==> src/rtl/bfpk_pkg.sv <==
`timescale 1ns / 1ps
// Shared constants, register indexes and controller/datapath interface types.
package bfpk_pkg;

  localparam int unsigned CfgW    = 13;
  localparam int unsigned RowW    = 12;
  localparam int unsigned ColW    = 12;
  localparam int unsigned ElemW   = 16;
  localparam int unsigned AddrW   = 24;
  localparam int unsigned CfgIdxW = 2;

  localparam int unsigned PanelW  = 64;
  localparam int unsigned TailW   = 16;

  localparam logic [CfgIdxW-1:0] CFG_DEPTH = CfgIdxW'(0);
  localparam logic [CfgIdxW-1:0] CFG_WIDTH = CfgIdxW'(1);

  typedef struct packed {
    logic load;
    logic issue;
    logic row_pad;
    logic col_cur;
    logic pad;
    logic last;
    logic col_adv;
  } dp_cmd_t;

  typedef struct packed {
    logic bad;
    logic pad_row;
    logic tail;
    logic col_last;
  } dp_status_t;

endpackage

==> src/rtl/bfpk_dp.sv <==
`timescale 1ns / 1ps
// Datapath: size registers, request capture, packed address computation, result register.
module bfpk_dp #(
  parameter int unsigned MAX_DEPTH = 4096,
  parameter int unsigned MAX_WIDTH = 4096
) (
  input  logic                          clk_i,
  input  logic                          rst_ni,
  input  logic                          cfg_we_i,
  input  logic [bfpk_pkg::CfgIdxW-1:0]  cfg_index_i,
  input  logic [bfpk_pkg::CfgW-1:0]     cfg_data_i,
  input  logic [bfpk_pkg::RowW-1:0]     row_index_i,
  input  logic [bfpk_pkg::ColW-1:0]     col_index_i,
  input  logic [bfpk_pkg::ElemW-1:0]    element_i,
  input  bfpk_pkg::dp_cmd_t             cmd_i,
  output bfpk_pkg::dp_status_t          status_o,
  output logic [bfpk_pkg::AddrW-1:0]    dest_address_o,
  output logic [bfpk_pkg::ElemW-1:0]    write_value_o,
  output logic                          is_padding_o,
  output logic                          bad_position_o,
  output logic                          last_write_o
);
  import bfpk_pkg::*;

  localparam int unsigned PB  = $clog2(PanelW);
  localparam int unsigned TB  = $clog2(TailW);
  localparam int unsigned WqW = PB - TB + 1;

  logic [CfgW-1:0]   depth_q, width_q;
  logic [CfgW-1:0]   kd, nw;
  logic [CfgW:0]     kp;

  logic [RowW-1:0]   row_q;
  logic [ColW-1:0]   col_q;
  logic [ElemW-1:0]  elem_q;
  logic              bad_q, pad_row_q, tail_q;
  logic [CfgW-1:0]   cur_q;

  logic [CfgW-1:0]   sel_row, sel_col, full, tail_start, cstart;
  logic [WqW-1:0]    wq;
  logic [PB-1:0]     lc;
  logic [2*CfgW:0]   base;
  logic [CfgW+WqW-2:0] row_prod;
  logic [AddrW-1:0]  addr;
  logic              is_bad;

  logic [AddrW-1:0]  dest_q;
  logic [ElemW-1:0]  value_q;
  logic              pad_q, badp_q, last_q;

  assign kd = (32'(depth_q) > 32'(MAX_DEPTH)) ? CfgW'(MAX_DEPTH) : depth_q;
  assign nw = (32'(width_q) > 32'(MAX_WIDTH)) ? CfgW'(MAX_WIDTH) : width_q;
  assign kp = {1'b0, kd} + (CfgW+1)'(kd[0]);

  always_ff @(posedge clk_i or negedge rst_ni) begin
    if (!rst_ni) begin
      depth_q <= CfgW'(1);
      width_q <= CfgW'(1);
    end else if (cfg_we_i) begin
      if (cfg_index_i == CFG_DEPTH) depth_q <= cfg_data_i;
      if (cfg_index_i == CFG_WIDTH) width_q <= cfg_data_i;
    end
  end

  always_ff @(posedge clk_i) begin
    if (cmd_i.load) begin
      row_q     <= row_index_i;
      col_q     <= col_index_i;
      elem_q    <= element_i;
      bad_q     <= ({1'b0, row_index_i} >= kd) || ({1'b0, col_index_i} >= nw);
      pad_row_q <= kd[0] && ({1'b0, row_index_i} == kd - CfgW'(1));
      tail_q    <= (nw[TB-1:0] != '0) && ({1'b0, col_index_i} == nw - CfgW'(1));
      cur_q     <= nw;
    end else if (cmd_i.col_adv) begin
      cur_q <= cur_q + CfgW'(1);
    end
  end

  assign status_o.bad      = bad_q;
  assign status_o.pad_row  = pad_row_q;
  assign status_o.tail     = tail_q;
  assign status_o.col_last = (cur_q == (nw | CfgW'(TailW - 1)));

  assign sel_row    = cmd_i.row_pad ? kd : {1'b0, row_q};
  assign sel_col    = cmd_i.col_cur ? cur_q : {1'b0, col_q};
  assign full       = {nw[CfgW-1:PB], PB'(0)};
  assign tail_start = {nw[CfgW-1:TB], TB'(0)};

  always_comb begin
    if (sel_col < full) begin
      cstart = {sel_col[CfgW-1:PB], PB'(0)};
      wq     = WqW'(PanelW / TailW);
      lc     = sel_col[PB-1:0];
    end else if (sel_col < tail_start) begin
      cstart = full;
      wq     = WqW'(nw[PB-1:TB]);
      lc     = sel_col[PB-1:0];
    end else begin
      cstart = tail_start;
      wq     = WqW'(1);
      lc     = PB'(sel_col[TB-1:0]);
    end
  end

  assign base     = cstart * kp;
  assign row_prod = sel_row[CfgW-1:1] * wq;
  assign addr     = AddrW'(base) + AddrW'({row_prod, (TB+1)'(0)})
                  + AddrW'({lc, 1'b0}) + AddrW'(sel_row[0]);
  assign is_bad   = bad_q && !cmd_i.pad;

  always_ff @(posedge clk_i) begin
    if (cmd_i.issue) begin
      dest_q  <= is_bad ? '0 : addr;
      value_q <= (is_bad || cmd_i.pad) ? '0 : elem_q;
      pad_q   <= cmd_i.pad;
      badp_q  <= is_bad;
      last_q  <= cmd_i.last;
    end
  end

  assign dest_address_o = dest_q;
  assign write_value_o  = value_q;
  assign is_padding_o   = pad_q;
  assign bad_position_o = badp_q;
  assign last_write_o   = last_q;

endmodule

==> src/rtl/bfpk_ctrl.sv <==
`timescale 1ns / 1ps
// Controller: sequences the element, row pad and tail column pad results of one request.
module bfpk_ctrl (
  input  logic                  clk_i,
  input  logic                  rst_ni,
  input  logic                  in_valid_i,
  output logic                  in_ready_o,
  output logic                  out_valid_o,
  input  logic                  out_ready_i,
  input  bfpk_pkg::dp_status_t  status_i,
  output bfpk_pkg::dp_cmd_t     cmd_o
);
  import bfpk_pkg::*;

  localparam logic [2:0] S_IDLE   = 3'd0;
  localparam logic [2:0] S_ELEM   = 3'd1;
  localparam logic [2:0] S_ROWPAD = 3'd2;
  localparam logic [2:0] S_COLPAD = 3'd3;
  localparam logic [2:0] S_COLROW = 3'd4;

  logic [2:0] state_q, state_d;
  logic       out_valid_q, out_valid_d;
  logic       slot_free;

  assign slot_free  = !out_valid_q || out_ready_i;
  assign in_ready_o = (state_q == S_IDLE);
  assign out_valid_o = out_valid_q;

  always_comb begin
    state_d = state_q;
    cmd_o   = '0;
    case (state_q)
      S_IDLE: begin
        if (in_valid_i) begin
          cmd_o.load = 1'b1;
          state_d    = S_ELEM;
        end
      end
      S_ELEM: begin
        cmd_o.last = status_i.bad || (!status_i.pad_row && !status_i.tail);
        if (slot_free) begin
          cmd_o.issue = 1'b1;
          if (status_i.bad)          state_d = S_IDLE;
          else if (status_i.pad_row) state_d = S_ROWPAD;
          else if (status_i.tail)    state_d = S_COLPAD;
          else                       state_d = S_IDLE;
        end
      end
      S_ROWPAD: begin
        cmd_o.row_pad = 1'b1;
        cmd_o.pad     = 1'b1;
        cmd_o.last    = !status_i.tail;
        if (slot_free) begin
          cmd_o.issue = 1'b1;
          state_d     = status_i.tail ? S_COLPAD : S_IDLE;
        end
      end
      S_COLPAD: begin
        cmd_o.col_cur = 1'b1;
        cmd_o.pad     = 1'b1;
        cmd_o.last    = !status_i.pad_row && status_i.col_last;
        if (slot_free) begin
          cmd_o.issue = 1'b1;
          if (status_i.pad_row) begin
            state_d = S_COLROW;
          end else if (status_i.col_last) begin
            state_d = S_IDLE;
          end else begin
            cmd_o.col_adv = 1'b1;
          end
        end
      end
      S_COLROW: begin
        cmd_o.col_cur = 1'b1;
        cmd_o.row_pad = 1'b1;
        cmd_o.pad     = 1'b1;
        cmd_o.last    = status_i.col_last;
        if (slot_free) begin
          cmd_o.issue = 1'b1;
          if (status_i.col_last) begin
            state_d = S_IDLE;
          end else begin
            cmd_o.col_adv = 1'b1;
            state_d       = S_COLPAD;
          end
        end
      end
      default: begin
        state_d = S_IDLE;
      end
    endcase
  end

  always_comb begin
    if (cmd_o.issue)      out_valid_d = 1'b1;
    else if (out_ready_i) out_valid_d = 1'b0;
    else                  out_valid_d = out_valid_q;
  end

  always_ff @(posedge clk_i or negedge rst_ni) begin
    if (!rst_ni) begin
      state_q     <= S_IDLE;
      out_valid_q <= 1'b0;
    end else begin
      state_q     <= state_d;
      out_valid_q <= out_valid_d;
    end
  end

endmodule

==> src/rtl/bf16_pair_interleave_packer_core.sv <==
`timescale 1ns / 1ps
// Top level: pair-interleaved packed-buffer address generator for 16-bit matrix elements.
//
// Input channel (in_valid_i/in_ready_o) takes one request: an element with its row and
// column. Output channel (out_valid_o/out_ready_i) returns write results: the element
// at its packed offset, then any zero pad writes it triggers (the pad row of an odd
// depth and the pad columns of the 16-wide tail panel). last_write_o marks the final
// result of a request. A position outside the configured size yields one result with
// bad_position_o set and nothing to write.
// Config channel (cfg_valid_i/cfg_ready_o) writes depth_rows (index 0) or width_cols
// (index 1); it is always ready and is meant to be used while the block is idle.
// Timing: acceptance captures the request and moves the controller to its element state,
// from which the first result is registered on the output. A request producing R results
// (1 to 32) occupies the controller until its last result is issued, one result issued
// per cycle by the sequencer while the output is free. A single result register sits on
// the output; under a receiver stall the sequencer holds until the result is taken.
// Reset: depth and width return to 1, the controller goes idle, no result is pending.
module bf16_pair_interleave_packer_core #(
  parameter int unsigned MAX_DEPTH = 4096,
  parameter int unsigned MAX_WIDTH = 4096
) (
  input  logic                          clk_i,
  input  logic                          rst_ni,
  input  logic                          cfg_valid_i,
  output logic                          cfg_ready_o,
  input  logic [bfpk_pkg::CfgIdxW-1:0]  cfg_index_i,
  input  logic [bfpk_pkg::CfgW-1:0]     cfg_data_i,
  input  logic                          in_valid_i,
  output logic                          in_ready_o,
  input  logic [bfpk_pkg::RowW-1:0]     row_index_i,
  input  logic [bfpk_pkg::ColW-1:0]     col_index_i,
  input  logic [bfpk_pkg::ElemW-1:0]    element_i,
  output logic                          out_valid_o,
  input  logic                          out_ready_i,
  output logic [bfpk_pkg::AddrW-1:0]    dest_address_o,
  output logic [bfpk_pkg::ElemW-1:0]    write_value_o,
  output logic                          is_padding_o,
  output logic                          bad_position_o,
  output logic                          last_write_o
);
  import bfpk_pkg::*;

  dp_cmd_t    cmd;
  dp_status_t status;

  assign cfg_ready_o = 1'b1;

  bfpk_ctrl u_ctrl (
    .clk_i       (clk_i),
    .rst_ni      (rst_ni),
    .in_valid_i  (in_valid_i),
    .in_ready_o  (in_ready_o),
    .out_valid_o (out_valid_o),
    .out_ready_i (out_ready_i),
    .status_i    (status),
    .cmd_o       (cmd)
  );

  bfpk_dp #(
    .MAX_DEPTH (MAX_DEPTH),
    .MAX_WIDTH (MAX_WIDTH)
  ) u_dp (
    .clk_i          (clk_i),
    .rst_ni         (rst_ni),
    .cfg_we_i       (cfg_valid_i && cfg_ready_o),
    .cfg_index_i    (cfg_index_i),
    .cfg_data_i     (cfg_data_i),
    .row_index_i    (row_index_i),
    .col_index_i    (col_index_i),
    .element_i      (element_i),
    .cmd_i          (cmd),
    .status_o       (status),
    .dest_address_o (dest_address_o),
    .write_value_o  (write_value_o),
    .is_padding_o   (is_padding_o),
    .bad_position_o (bad_position_o),
    .last_write_o   (last_write_o)
  );

  a_bad_is_last: assert property (@(posedge clk_i) disable iff (!rst_ni)
    out_valid_o && bad_position_o |-> last_write_o && !is_padding_o && dest_address_o == '0)
    else $error("bad position result not a lone zero result");

  a_pad_is_zero: assert property (@(posedge clk_i) disable iff (!rst_ni)
    out_valid_o && is_padding_o |-> write_value_o == '0 && !bad_position_o)
    else $error("pad write carries nonzero value");

  a_one_at_a_time: assert property (@(posedge clk_i) disable iff (!rst_ni)
    in_valid_i && in_ready_o |=> !in_ready_o)
    else $error("request accepted while previous one still sequencing");

  a_stall_holds: assert property (@(posedge clk_i) disable iff (!rst_ni)
    out_valid_o && !out_ready_i |=> out_valid_o && $stable(dest_address_o)
      && $stable(last_write_o))
    else $error("result changed under stall");

endmodule
==> config.mk <==
export PLATFORM = sky130hd
export DESIGN_NAME = bf16_pair_interleave_packer_core
export DESIGN_NICKNAME = d
export VERILOG_FILES = /design/src/rtl/bfpk_pkg.sv /design/src/rtl/bfpk_dp.sv /design/src/rtl/bfpk_ctrl.sv /design/src/rtl/bf16_pair_interleave_packer_core.sv
export SDC_FILE = /design/constraint.sdc
export NUM_CORES = 1
export LEC_CHECK = 0
export CORE_ASPECT_RATIO = 1.25
export CORE_UTILIZATION = 60
export DETAILED_ROUTE_END_ITERATION = 10
export DONT_BUFFER_PORTS = 1
export PLACE_DENSITY = 0.79
export SLEW_MARGIN = 15
export SYNTH_ARGS = -nofsm -noshare
export SYNTH_HDL_FRONTEND = slang
export SYNTH_SLANG_ARGS = --single-unit
==> constraint.sdc <==
create_clock -name clk_i -period 9.6 [get_ports clk_i]
set_input_delay 0.48 -clock clk_i [delete_from_list [all_inputs] [get_ports clk_i]]
set_output_delay 0.48 -clock clk_i [all_outputs]
set_load 0.02 [all_outputs]
==> summary.md <==
| Metric | Value |
|---|---|
| Async set or reset register ratio after synthesis | 23.26% |
| Gate Count Post-Synth | 1,319 |
| Vias in the first global route | 9,611 |
| Final hold vios | 0 |
| Commonest non-fill, non-tap cells in the layout | 164 x inv_1, 151 x nand2_1, 122 x ha_1 |
| Mux contribution to synthesized area | 4.016% |
| Pre-antenna DRT Iters | 6 |
| Final net count | 1,593 |
| DIE HEIGHT | 164.3 um |
| CTS tree | done |
| Worst skew pair latency | 0.43 ns |
| Fillers | 1,654 |
| Crit path max-delay cell type | or3b_2 |
| First-pass GRT wire length | 47,170 um |
| Slew of the pin with the lowest slew margin | 1.020 ns |
| Num CTS Buffers | 17 |
| Row cnt | 59 |
| Worst-path fanout max | 11 |
| DP Wirelength | 22,620 um |
| Max Cap Viol | 0 |
| Worst slew margin | 31.91% |
| Total Routed Length | 29,110 um |
| Synth warn | 0 |
| Setup CP Type | reg2reg |
| Port Buf Inserts | 0 |
| H-Tree Depth | 4 |
| GRT Total Usage | 28.10% |
| Synth Area in XOR/XNOR | 5.856% |
| Top cell type's share of synthesized area | 23.50% |
| Initial Util | 60.97% |
| Nature of the critical path endpoint | register |
| Flops & latches, synth | 129 |
| DR vias | 9,425 |
| Post-synthesis simple-gate area fraction | 16.59% |
| Longest Clk Path Bufs | 2 |
| Post-synth EDFFs | 99 |
| Final setup viols | 0 |
| Clock sink total | 129 |
| P&R area growth vs syn | 7.468% |
| Crit path required time | 9.76 ns |
| WL/cell | 18.21 um |
| Final hold slack | 0.1368 ns |
| 1st-iter DRT viols | 596 |
| Core area | 20,740 um2 |
| Fmax achieved | 109.9 MHz |
| Average cell area after synthesis | 9.589 um2 |
| Clock Pin Slew Worst Setup and Hold Paths | 0.07 ns |
| Vias/cell | 5.898 |
| Critical path arrival | 9.25 ns |
| Grt ovf | 0 |
| Fin crit share | 94.77% |
| Max Slew Vio Count | 0 |
| CP max stage delay | 0.52 ns |
| I/O pin total | 106 |
| Commonest non-fill, non-tap cell in the layout | inv_1 |
| Largest net degree at the start of global routing | 48 |
| Die width | 131.9 um |
| Mapped cell area | 12,650 um2 |
| RD Place Congestion | 0.9234 |
| Compound-Gate Fraction of Synth Area | 9.378% |
| TNS Setup | 0 ns |
| Die area | 21,670 um2 |
| Clock skew | 0.01420 ns |
| Post-CTS setup buffer count | 0 |
| # DRC | 0 |
| Worst setup SP type | register |
| Initial antenna violation count | 0 |
| Largest cells by area after synthesis | edfxtp_1 24%, fa_1 16%, ha_1 12% |
| Main combinational cell family by area after synthesis | adder cells |
| Leading area contributor after synthesis | edfxtp_1 |
| RSZ-0062 raised after global routing | false |
| Clk Tree Root Cell | clkbuf_16 |
| Hold WC Path Type | in2reg |
| Layout cells sized above 1 | 8.459% |
| Synth Flop Type | edfxtp_1 |
| Final ANT Viol Nets | 0 |
| N_diodes | 0 |
| Pre-CTS WS | 0.1707 ns |
| Fin worst setup slack | 0.5017 ns |
| Synth Area in Adders | 27.90% |
| Seq/Total Area, Yosys | 29.46% |
| Status | completed |
| Min cycle time layout | 9.098 ns |
| Yosys cell types | 71 |
## final timing paths
path	from	end	slack, ns	depth (start not counted)
min in group asynchronous	rst_ni	u_dp.depth_q[11]$_DFFE_PN0P_	0.50	2
setup / recovery	u_ctrl.state_q[1]$_DFFE_PN0P_	u_dp.dest_address_o[22]$_SDFFCE_PP0P_	0.50	37
hold / removal	col_index_i[0]	u_dp.col_q[0]$_DFFE_PP_	0.14	0
hold reg to reg	u_dp.elem_q[13]$_DFFE_PP_	u_dp.write_value_o[13]$_SDFFCE_PP0P_	0.52	1
max in group asynchronous	rst_ni	u_dp.depth_q[0]$_DFFE_PN1P_	8.86	2
setup reg to reg	u_ctrl.state_q[1]$_DFFE_PN0P_	u_dp.dest_address_o[22]$_SDFFCE_PP0P_	0.50	37
## area by class of cell
class	count	area (um2)	share of cell area, %
multi-input combinational	974	8123	59.76
sequential	129	3726	27.41
inverter	166	623.1	4.584
clock buffer	17	425.4	3.130
tap	274	342.8	2.522
timing repair buffer	23	187.7	1.381
clock inverter	15	165.2	1.215
## logic make-up (layout without fill, tap and decap cells)
group | after synthesis | count (layout)
AO/OA/AOI/OAI | 185 | 185
AND/OR/NAND/NOR | 430 | 430
other | 2 | 7
flip-flops | 129 | 129
XOR/XNOR | 83 | 83
multiplexers | 47 | 47
buffers and inverters | 221 | 221
adder cells (fa/ha/maj) | 222 | 222
## timing repair
item | 4_1_cts | 5_1_grt
hold endpoints to repair | 30 | 0
hold buffers | 2 | 0
gates resized for setup | 0 | 4
setup endpoints to repair | 0 | 5
## metal layers
layer	part of all wire (%)	wire length [um]	GRT usage, %	vias up
li1	-	-	-	4436
met1	40	11770	33.20	4593
met2	50	14540	49.62	330
met3	6.6	1908	6.049	66
met4	3.1	890	11.73	0
met5	0	0	0	-
## metrics by stage
stage               std cells  utilization [%]  cell area, um2
floorplan                1324                -           12670
CTS                      1598            65.43           13570
global route             1598            65.53           13590
global placement         1564            62.44           12950
detailed placement       1564            62.44           12950
finish                   1598            65.53           13590
## sequential cells by signal (all words and copies together) (netlist names), 3 cells and up
register	cells
u_dp.depth_q	13
u_dp.col_q	12
u_dp.elem_q	16
u_dp.row_q	12
u_dp.width_q	13
u_dp.dest_address_o	24
u_dp.write_value_o	16
u_dp.cur_q	13
u_ctrl.state_q	3
## synthesized netlist by cell type (12+ instances only)
| cell | instances |
|---|---|
| inv_1 | 165 |
| nand2_1 | 151 |
| ha_1 | 122 |
| fa_1 | 100 |
| edfxtp_1 | 99 |
| nor2_1 | 90 |
| o21ai_0 | 56 |
| xnor2_1 | 50 |
| clkbuf_1 | 44 |
| a21oi_1 | 39 |
| nor3_1 | 34 |
| xor2_1 | 32 |
| mux2_2 | 30 |
| and2_1 | 29 |
| dfrtp_1 | 28 |
| nor2b_1 | 27 |
| nand3_1 | 19 |
| mux2i_1 | 17 |
| nand2b_1 | 17 |
| a21o_1 | 13 |
| and3_1 | 13 |
| o31ai_1 | 12 |
## worst max-delay path, delay by kind of cell, from the launching register on
kind / cells / cell delay [ns]
compound gates: 12 / 2.54
xor+xnor: 2 / 0.30
fa+ha+maj: 8 / 3.17
buf+inv: 6 / 0.74
flops: 1 / 0.38
mux: 1 / 0.28
simple gates: 8 / 1.41
Power is left out: the tool's default activity adds up to more than one toggle a clock period on the data nets, which glitch-free logic cannot reach.
